<file path="src/hdl/quantized_fir_lowpass_32tap_macros.svh">
// Assertion macros for the quantized FIR low-pass block.
// Used by the top level, which defines clk_i and rst_ni.
`ifndef QUANTIZED_FIR_LOWPASS_32TAP_MACROS_SVH
`define QUANTIZED_FIR_LOWPASS_32TAP_MACROS_SVH

// Same-cycle implication, checked out of reset only
`define QFIR_ASSERT_NOW(label, ante, cons, msg) \
  label: assert property (@(posedge clk_i) disable iff (!rst_ni) (ante) |-> (cons)) \
    else $error(msg);

// Next-cycle implication, checked out of reset only
`define QFIR_ASSERT_NEXT(label, ante, cons, msg) \
  label: assert property (@(posedge clk_i) disable iff (!rst_ni) (ante) |=> (cons)) \
    else $error(msg);

`endif

</file>
<file path="src/hdl/qfir_pkg.sv">
// Shared types, constants and the coefficient table of the quantized FIR.
// No dependencies; used by qfir_cell and the top level.
package qfir_pkg;

  localparam int TAPS       = 32;
  localparam int FRAC_BITS  = 24;
  localparam int SAMPLE_W   = 27;
  localparam int OUT_W      = 32;
  localparam int CFG_W      = 5;
  localparam int CFG_IDX_W  = 2;
  localparam int COEF_W     = 24;
  localparam int CMAG_W     = 23;
  localparam int TMAG_W     = SAMPLE_W - 1;
  localparam int PROD_W     = TMAG_W + CMAG_W;
  localparam int TRUNC_W    = PROD_W - FRAC_BITS;

  // Register indexes of the configuration port
  localparam logic [CFG_IDX_W-1:0] REG_IN_FRAC   = 2'd0;
  localparam logic [CFG_IDX_W-1:0] REG_PROD_FRAC = 2'd1;

  localparam logic [CFG_W-1:0] IN_FRAC_RST   = 5'd18;
  localparam logic [CFG_W-1:0] PROD_FRAC_RST = 5'd24;

  // Low-pass coefficients, real value times 2^24, rounded
  localparam logic signed [COEF_W-1:0] COEF_Q24 [TAPS] = '{
    24'sd49076,    24'sd158254,   -24'sd61428,   -24'sd182586,
    -24'sd23292,   24'sd280299,   24'sd167901,   -24'sd342108,
    -24'sd418305,  24'sd317949,   24'sd804238,   -24'sd107644,
    -24'sd1433812, -24'sd600378,  24'sd3108020,  24'sd6766334,
    24'sd6766334,  24'sd3108020,  -24'sd600378,  -24'sd1433812,
    -24'sd107644,  24'sd804238,   24'sd317949,   -24'sd418305,
    -24'sd342108,  24'sd167901,   24'sd280299,   -24'sd23292,
    -24'sd182586,  -24'sd61428,   24'sd158254,   24'sd49076
  };

  // Partial sum moving down the cell row
  typedef struct packed {
    logic                    valid;
    logic signed [OUT_W-1:0] sum;
  } psum_t;

  // Ones in the fraction bits dropped when keeping 'keep' of FRAC_BITS
  function automatic logic [FRAC_BITS-1:0] frac_mask(logic [CFG_W-1:0] keep);
    logic [FRAC_BITS-1:0] ones;
    ones = '1;
    if (keep >= CFG_W'(FRAC_BITS)) begin
      return '0;
    end
    return ones >> keep;
  endfunction

endpackage

</file>
<file path="src/hdl/qfir_cell.sv">
// One tap of the quantized FIR: delay-line entry, tap product with
// truncation toward zero, and a stage of the partial-sum chain. Uses qfir_pkg.
module qfir_cell import qfir_pkg::*; (
  input  logic                       clk_i,
  input  logic                       rst_ni,
  input  logic                       shift_i,
  input  logic                       adv_i,
  input  logic signed [SAMPLE_W-1:0] tap_i,
  input  logic [CMAG_W-1:0]          coef_mag_i,
  input  logic                       coef_neg_i,
  input  logic [FRAC_BITS-1:0]       prod_mask_i,
  input  psum_t                      psum_i,
  output logic signed [SAMPLE_W-1:0] tap_o,
  output psum_t                      psum_o
);

  logic signed [SAMPLE_W-1:0] tap_q;
  logic                       pvalid_q;
  logic signed [OUT_W-1:0]    psum_q;
  logic [SAMPLE_W-1:0]        tap_abs;
  logic [PROD_W-1:0]          prod;
  logic [TRUNC_W-1:0]         trunc;
  logic [OUT_W-1:0]           term_mag;
  logic [OUT_W-1:0]           term;

  // Advance the delay line on each accepted item
  always_ff @(posedge clk_i or negedge rst_ni) begin
    if (!rst_ni) begin
      tap_q <= '0;
    end else if (shift_i) begin
      tap_q <= tap_i;
    end
  end

  // Sign-magnitude product, truncated toward zero
  always_comb begin
    tap_abs  = tap_q[SAMPLE_W-1] ? (SAMPLE_W'(0) - tap_q) : tap_q;
    prod     = PROD_W'(tap_abs[TMAG_W-1:0]) * PROD_W'(coef_mag_i);
    trunc    = prod[PROD_W-1:FRAC_BITS] & ~{{(TRUNC_W-FRAC_BITS){1'b0}}, prod_mask_i};
    term_mag = OUT_W'(trunc);
    term     = (tap_q[SAMPLE_W-1] ^ coef_neg_i) ? (OUT_W'(0) - term_mag) : term_mag;
  end

  // Hold the token valid while the chain is held
  always_ff @(posedge clk_i or negedge rst_ni) begin
    if (!rst_ni) begin
      pvalid_q <= 1'b0;
    end else if (adv_i) begin
      pvalid_q <= psum_i.valid;
    end
  end

  // Add this tap into the passing partial sum
  always_ff @(posedge clk_i) begin
    if (adv_i) begin
      psum_q <= psum_i.sum + $signed(term);
    end
  end

  assign tap_o        = tap_q;
  assign psum_o.valid = pvalid_q;
  assign psum_o.sum   = psum_q;

endmodule

</file>
<file path="config.mk">
export PLATFORM = sky130hd
export DESIGN_NAME = qfir_cell
export DESIGN_NICKNAME = d
export VERILOG_FILES = /design/src/hdl/quantized_fir_lowpass_32tap_macros.svh /design/src/hdl/qfir_pkg.sv /design/src/hdl/qfir_cell.sv
export SDC_FILE = /design/constraint.sdc
export NUM_CORES = 2
export LEC_CHECK = 0
export ABC_CLOCK_PERIOD_IN_PS = 17000
export BUFFER_PORTS_ARGS = -buffer_cell sky130_fd_sc_hd__buf_2
export CAP_MARGIN = 10
export CELL_PAD_IN_SITES_DETAIL_PLACEMENT = 0
export CELL_PAD_IN_SITES_GLOBAL_PLACEMENT = 1
export CORE_MARGIN = 3
export CORE_UTILIZATION = 50
export DETAILED_ROUTE_END_ITERATION = 8
export PLACE_DENSITY_LB_ADDON = 0.05
export SLEW_MARGIN = 5
export SYNTH_ARGS = -nofsm -noshare
export SYNTH_HDL_FRONTEND = slang
export SYNTH_SLANG_ARGS = --single-unit
</file>
<file path="constraint.sdc">
create_clock -name clk_i -period 17 [get_ports clk_i]
set_clock_uncertainty 0.2 [all_clocks]
set_input_delay 1.7 -clock clk_i [delete_from_list [all_inputs] [get_ports clk_i]]
set_output_delay 1.7 -clock clk_i [all_outputs]
set_load 0.02 [all_outputs]
</file>
Yosys cells after proc, flatten, opt, wreduce, memory -nomap -nowiden --
Cells that the tools add are included.
Storage, ports and cells: bits in registers 60, bits of input ports 112, word-level logic and storage cells 12
Operators by class: bitwise operators 3, add/subtract/negate cells 3, mux-type cells 2, multipliers 1
Operator list (count):
- 26-bit by 23-bit multiplier with 49-bit output | 1
- 32-bit adder | 1
- 32-bit two-way mux | 1
- 26-bit two-way mux | 1
- 1-bit by 25-bit subtractor with 26-bit output, first input constant | 1
- 1-bit by 26-bit subtractor with 26-bit output, first input constant | 1
- 25-bit AND | 1
- 24-bit inverter with 25-bit output | 1
- 1-bit bitwise XOR | 1

Logic depth before layout (Yosys ltp) --
depth after elaboration 7, gate-level depth with buffers 51, mapped depth without buffers 49

Least setup slack after synthesis --
Ideal clock, no wire load.
kind reg2reg, start point register tap_q[0], in the netlist tap_o[0], end point register psum_q[31] (data pin), period minus slack after synthesis 11967 ps, arrival time 11499 ps, path buffers 1, stages on the path, launching flop included 48, setup slack 5033 ps, library setup time 268 ps, data required time 16532 ps, cell sequence dfrtp_1 -> inv_1 -> ha_1 -> nand2_1 -> or4_1 -> nand2b_1 -> nor4_1 -> inv_1 -> o41ai_1 -> xnor2_1 -> clkbuf_1 -> nand2_1 -> fa_1 -> fa_1 -> fa_1 -> fa_1 -> inv_1 -> fa_1 -> [12 not listed] -> mux2_4 -> nor4b_4 -> and3b_4 -> nor2_1 -> xnor2_1 -> ha_1 -> and3_1 -> a311o_1 -> o221ai_1 -> nand2_1 -> o21ai_0 -> nor2b_1 -> o21a_1 -> o21a_1 -> nor4_1 -> o31ai_1 -> a21oi_1 -> xnor3_1
Between the ends: longest elaborated chain between the ends 7
Ends and longest elaborated chain:
- from (decl) | RTL line qfir_cell.sv:17 | logic signed [SAMPLE_W-1:0] tap_q;
- from (signal assigned) | RTL line qfir_cell.sv:31 | tap_q <= tap_i;
- 1-bit by 26-bit subtractor with 26-bit output | RTL line qfir_cell.sv:37 | tap_abs = tap_q[SAMPLE_W-1] ? (SAMPLE_W'(0) - tap_q) : tap_q;
- 26-bit two-way mux (*) | RTL line qfir_cell.sv:37
- 26-bit by 23-bit multiplier with 49-bit output (*) | RTL line qfir_cell.sv:38 | prod = PROD_W'(tap_abs[TMAG_W-1:0]) * PROD_W'(coef_mag_i);
- 25-bit AND (*) | RTL line qfir_cell.sv:39 | trunc = prod[PROD_W-1:FRAC_BITS] & ~{{(TRUNC_W-FRAC_BITS){1'b0}}, prod_mask_i};
- 1-bit by 25-bit subtractor with 26-bit output | RTL line qfir_cell.sv:41 | term = (tap_q[SAMPLE_W-1] ^ coef_neg_i) ? (OUT_W'(0) - term_mag) : term_mag;
- 32-bit two-way mux (*) | RTL line qfir_cell.sv:41
- 32-bit adder (*) | RTL line qfir_cell.sv:56 | psum_q <= psum_i.sum + $signed(term);
- to (signal assigned) | RTL line qfir_cell.sv:56
- to (decl) | RTL line qfir_cell.sv:19 | logic signed [OUT_W-1:0] psum_q;
Every way passes the cells marked *; elsewhere a longest branch is shown, timed or not. A chain may end at the register's enable or synchronous reset.

Worst setup path after layout --
Same ends and word-level chain as after synthesis.

==> flow_metrics.py <==
metrics = {
    "outcome": {
        "status": "complete, no violations",
    },
    "sta": {
        "max-slew-margin-rel_pct": 37.1,
        "hold_viol": 0,
        "timing.fmax_mhz": 74.1,
        "rsz0062_at_grt": "no",
        "finalMaxSlewViolations": 0,
        "setup_viol": 0,
        "tightest_slew_ns": 0.944,
        "min_period_over_period_pct": 79.4,
        "timing.setup.tns_ns": 0,
        "period_needed_ns": 13.50,
    },
    "setup_path": {
        "worstRegToRegCells": 48,
        "cp_common_cell": "fa_1",
        "crit_type": "reg2reg",
        "cpPeakStageDelay_ns": 0.60,
        "cp_data_required_time_ns": 16.85,
        "r2r_start": "tap_o[0]$_DFFE_PN0P_",
        "rrSetupSlack_ns": 3.50,
        "start_kind": "register",
        "crit_end": "psum_q[31]$_DFFE_PP_",
        "startpoint": "tap_o[0]$_DFFE_PN0P_",
        "critPathCaptureType": "register",
        "r2r-end": "psum_q[31]$_DFFE_PP_",
        "crit_arrival_ns": 13.35,
        "critPathSlowestCell": "fa_1",
        "path_max_fanout": 25,
    },
    "final_layout": {
        "drive_gt1_share_pct": 10.9,
        "nets": 3570,
        "syn2layout_area_growth_pct": 7.75,
        "final_common_cell": "inv_1",
        "layout_common_cells": "inv_1 (557), fa_1 (501), nand2_1 (362)",
        "fin_cells": 3369,
    },
    "global_routing": {
        "antenna_found_initial": 6,
        "grt_max_degree": 34,
        "grt_usage_pct": 27.0,
        "grt_pass1_vias": 20100,
        "overflow": 0,
        "grt_pass1_wl_um": 107000,
    },
    "floorplan": {
        "die_y_um": 225,
        "die_area_um2": 50600,
        "chipWidth_um": 225,
        "core-area_um2": 47000,
        "pin_count": 172,
        "start_util_pct": 51.0,
        "rows": 79,
    },
    "synthesis": {
        "synth_cells": 2661,
        "synth.yosys.seq_area_share_pct": 6.94,
        "ys.warnings.count": 0,
        "syn_nets": 3479,
        "ys_ff_latch": 60,
        "synth_cell_types": 87,
        "synth_edf_count": 32,
        "synth_area_per_cell_um2": 9.00,
        "syn_area_um2": 24000,
        "async_flop_share_pct": 46.7,
        "synth_ff_type": "edfxtp_1",
    },
    "routing": {
        "antenna_left": 0,
        "dr_total_vias": 18300,
        "routedWlPerCell_um": 19.2,
        "drt_iter0_markers": 870,
        "drc_errors": 0,
        "wl_met1_um": 25900,
        "wl_um": 64500,
        "firstDrtPassIters": 5,
        "wl_met3_um": 2280,
        "viasPerCell": 5.42,
        "wl_met2_um": 34700,
        "top_layer": "met5",
    },
    "clocking": {
        "path_clk_slew_ns": 0.05,
        "ctsHoldBuffers": 0,
        "cts_tree": "done",
        "clkLatencyLatePin_ns": 0.32,
        "cts_root_buffer": "clkbuf_16",
        "cts_sinks": 60,
        "htree_levels": 3,
        "cts_buffers": 9,
        "cts_resized": 0,
        "cts_setup_buffers": 0,
        "max-clock-path-buffers": 2,
    },
    "run": {
        "cap_viol_max_count": 0,
    },
    "placed_design": {
        "portBuffers": 171,
        "dp_cells": 3348,
        "gp_congestion": 0.912,
        "dp_hpwl_um": 52700,
    },
    "worst_hold_path": {
        "hp-class": "reg2reg",
    },
}
## cell type report
type / instances / area (µm²)
sequential: 60 / 1660
clock buffer: 12 / 246
multi-input combinational: 1924 / 19900
clock inverter: 4 / 26.3
fill: 4385 / 21100
antenna: 5 / 12.5
tap: 607 / 759
inverter: 558 / 2090
timing repair buffer: 199 / 1070
## flip-flops by register name, indices dropped and copies added, names as in the netlist
name,count
psum_q,32
pvalid_q,1
tap_o,27
## cell usage after synthesis, drive strengths merged (4+ instances only)
master,count,area (µm²)
a211oi,10,85.1
a21o,24,180
a21oi,77,400
a31oi,11,83.8
and2,287,1800
and3,9,56.3
buf,8,41.3
clkbuf,111,417
dfrtp,28,701
edfxtp,32,961
fa,501,10000
ha,205,2560
inv,557,2090
mux2,27,308
mux2i,5,57.6
nand2,363,1370
nand2b,8,50.1
nand3,28,145
nand4,10,62.6
nor2,54,203
nor2b,18,113
nor3,19,95.1
nor3b,5,47.5
nor4,9,56.3
o211ai,4,30.0
o21a,7,52.6
o21ai,52,260
o21bai,18,135
o31ai,7,52.6
o41ai,6,60.1
or2,11,71.3
or3,9,56.3
or3b,4,37.5
or4,4,33.8
xnor2,65,569
xor2,23,201
## worst min-delay path by stage
stage / startpoint / to / slack (ns) / cells after the start
2_1_floorplan: pvalid_q$_DFFE_PN0P_ / pvalid_q$_DFFE_PN0P_ / 0.28 / 1
3_3_place_gp: pvalid_q$_DFFE_PN0P_ / pvalid_q$_DFFE_PN0P_ / 0.28 / 1
3_5_place_dp: pvalid_q$_DFFE_PN0P_ / pvalid_q$_DFFE_PN0P_ / 0.30 / 1
4_1_cts: pvalid_q$_DFFE_PN0P_ / pvalid_q$_DFFE_PN0P_ / 0.31 / 1
5_1_grt: pvalid_q$_DFFE_PN0P_ / pvalid_q$_DFFE_PN0P_ / 0.34 / 1
6_report: pvalid_q$_DFFE_PN0P_ / pvalid_q$_DFFE_PN0P_ / 0.31 / 1
## routing by layer
layer  global-route usage [%]  vias to the layer above
met1                     34.0                     9456
li1                         -                     8301
met4                     6.29                        2
met5                        0                        -
met3                     1.74                      100
met2                     50.8                      396
## kinds of logic (layout without fill, tap and decap cells)
family,after synthesis,after routing,synth area share (%)
AO/OA/AOI/OAI,248,248,6.93
buffers and inverters,677,773,10.7
adder cells (fa/ha/maj),706,706,52.6
multiplexers,32,32,1.53
other,0,5,0
AND/OR/NAND/NOR,849,849,18.1
XOR/XNOR,89,89,3.31
flip-flops,60,60,6.94
## critical path, delay by kind of cell (launching register included)
| family | cells | cell delay [ns] |
|---|---|---|
| buf+inv | 7 | 0.93 |
| compound gates | 14 | 3.87 |
| flops | 1 | 0.35 |
| mux | 1 | 0.34 |
| xor+xnor | 3 | 0.52 |
| fa+ha+maj | 10 | 4.38 |
| simple gates | 13 | 2.59 |
## stage by stage
| stage | util [%] | setup slack (ns) | hold WS (ns) | area [µm²] |
|---|---|---|---|---|
| final | 55.0 | 3.50 | 0.310 | 25800 |
| after global routing | 55.0 | 2.46 | 0.340 | 25800 |
| after CTS | 54.9 | 3.49 | 0.311 | 25800 |
| after detailed placement | 54.4 | 3.53 | 0.299 | 25500 |
| after global placement | 54.4 | 3.79 | 0.285 | 25500 |
| after floorplan | - | 5.03 | 0.282 | 24000 |
Power is left out: the tool's default activity adds up to more than one toggle a clock period on the data nets, which glitch-free logic cannot reach.
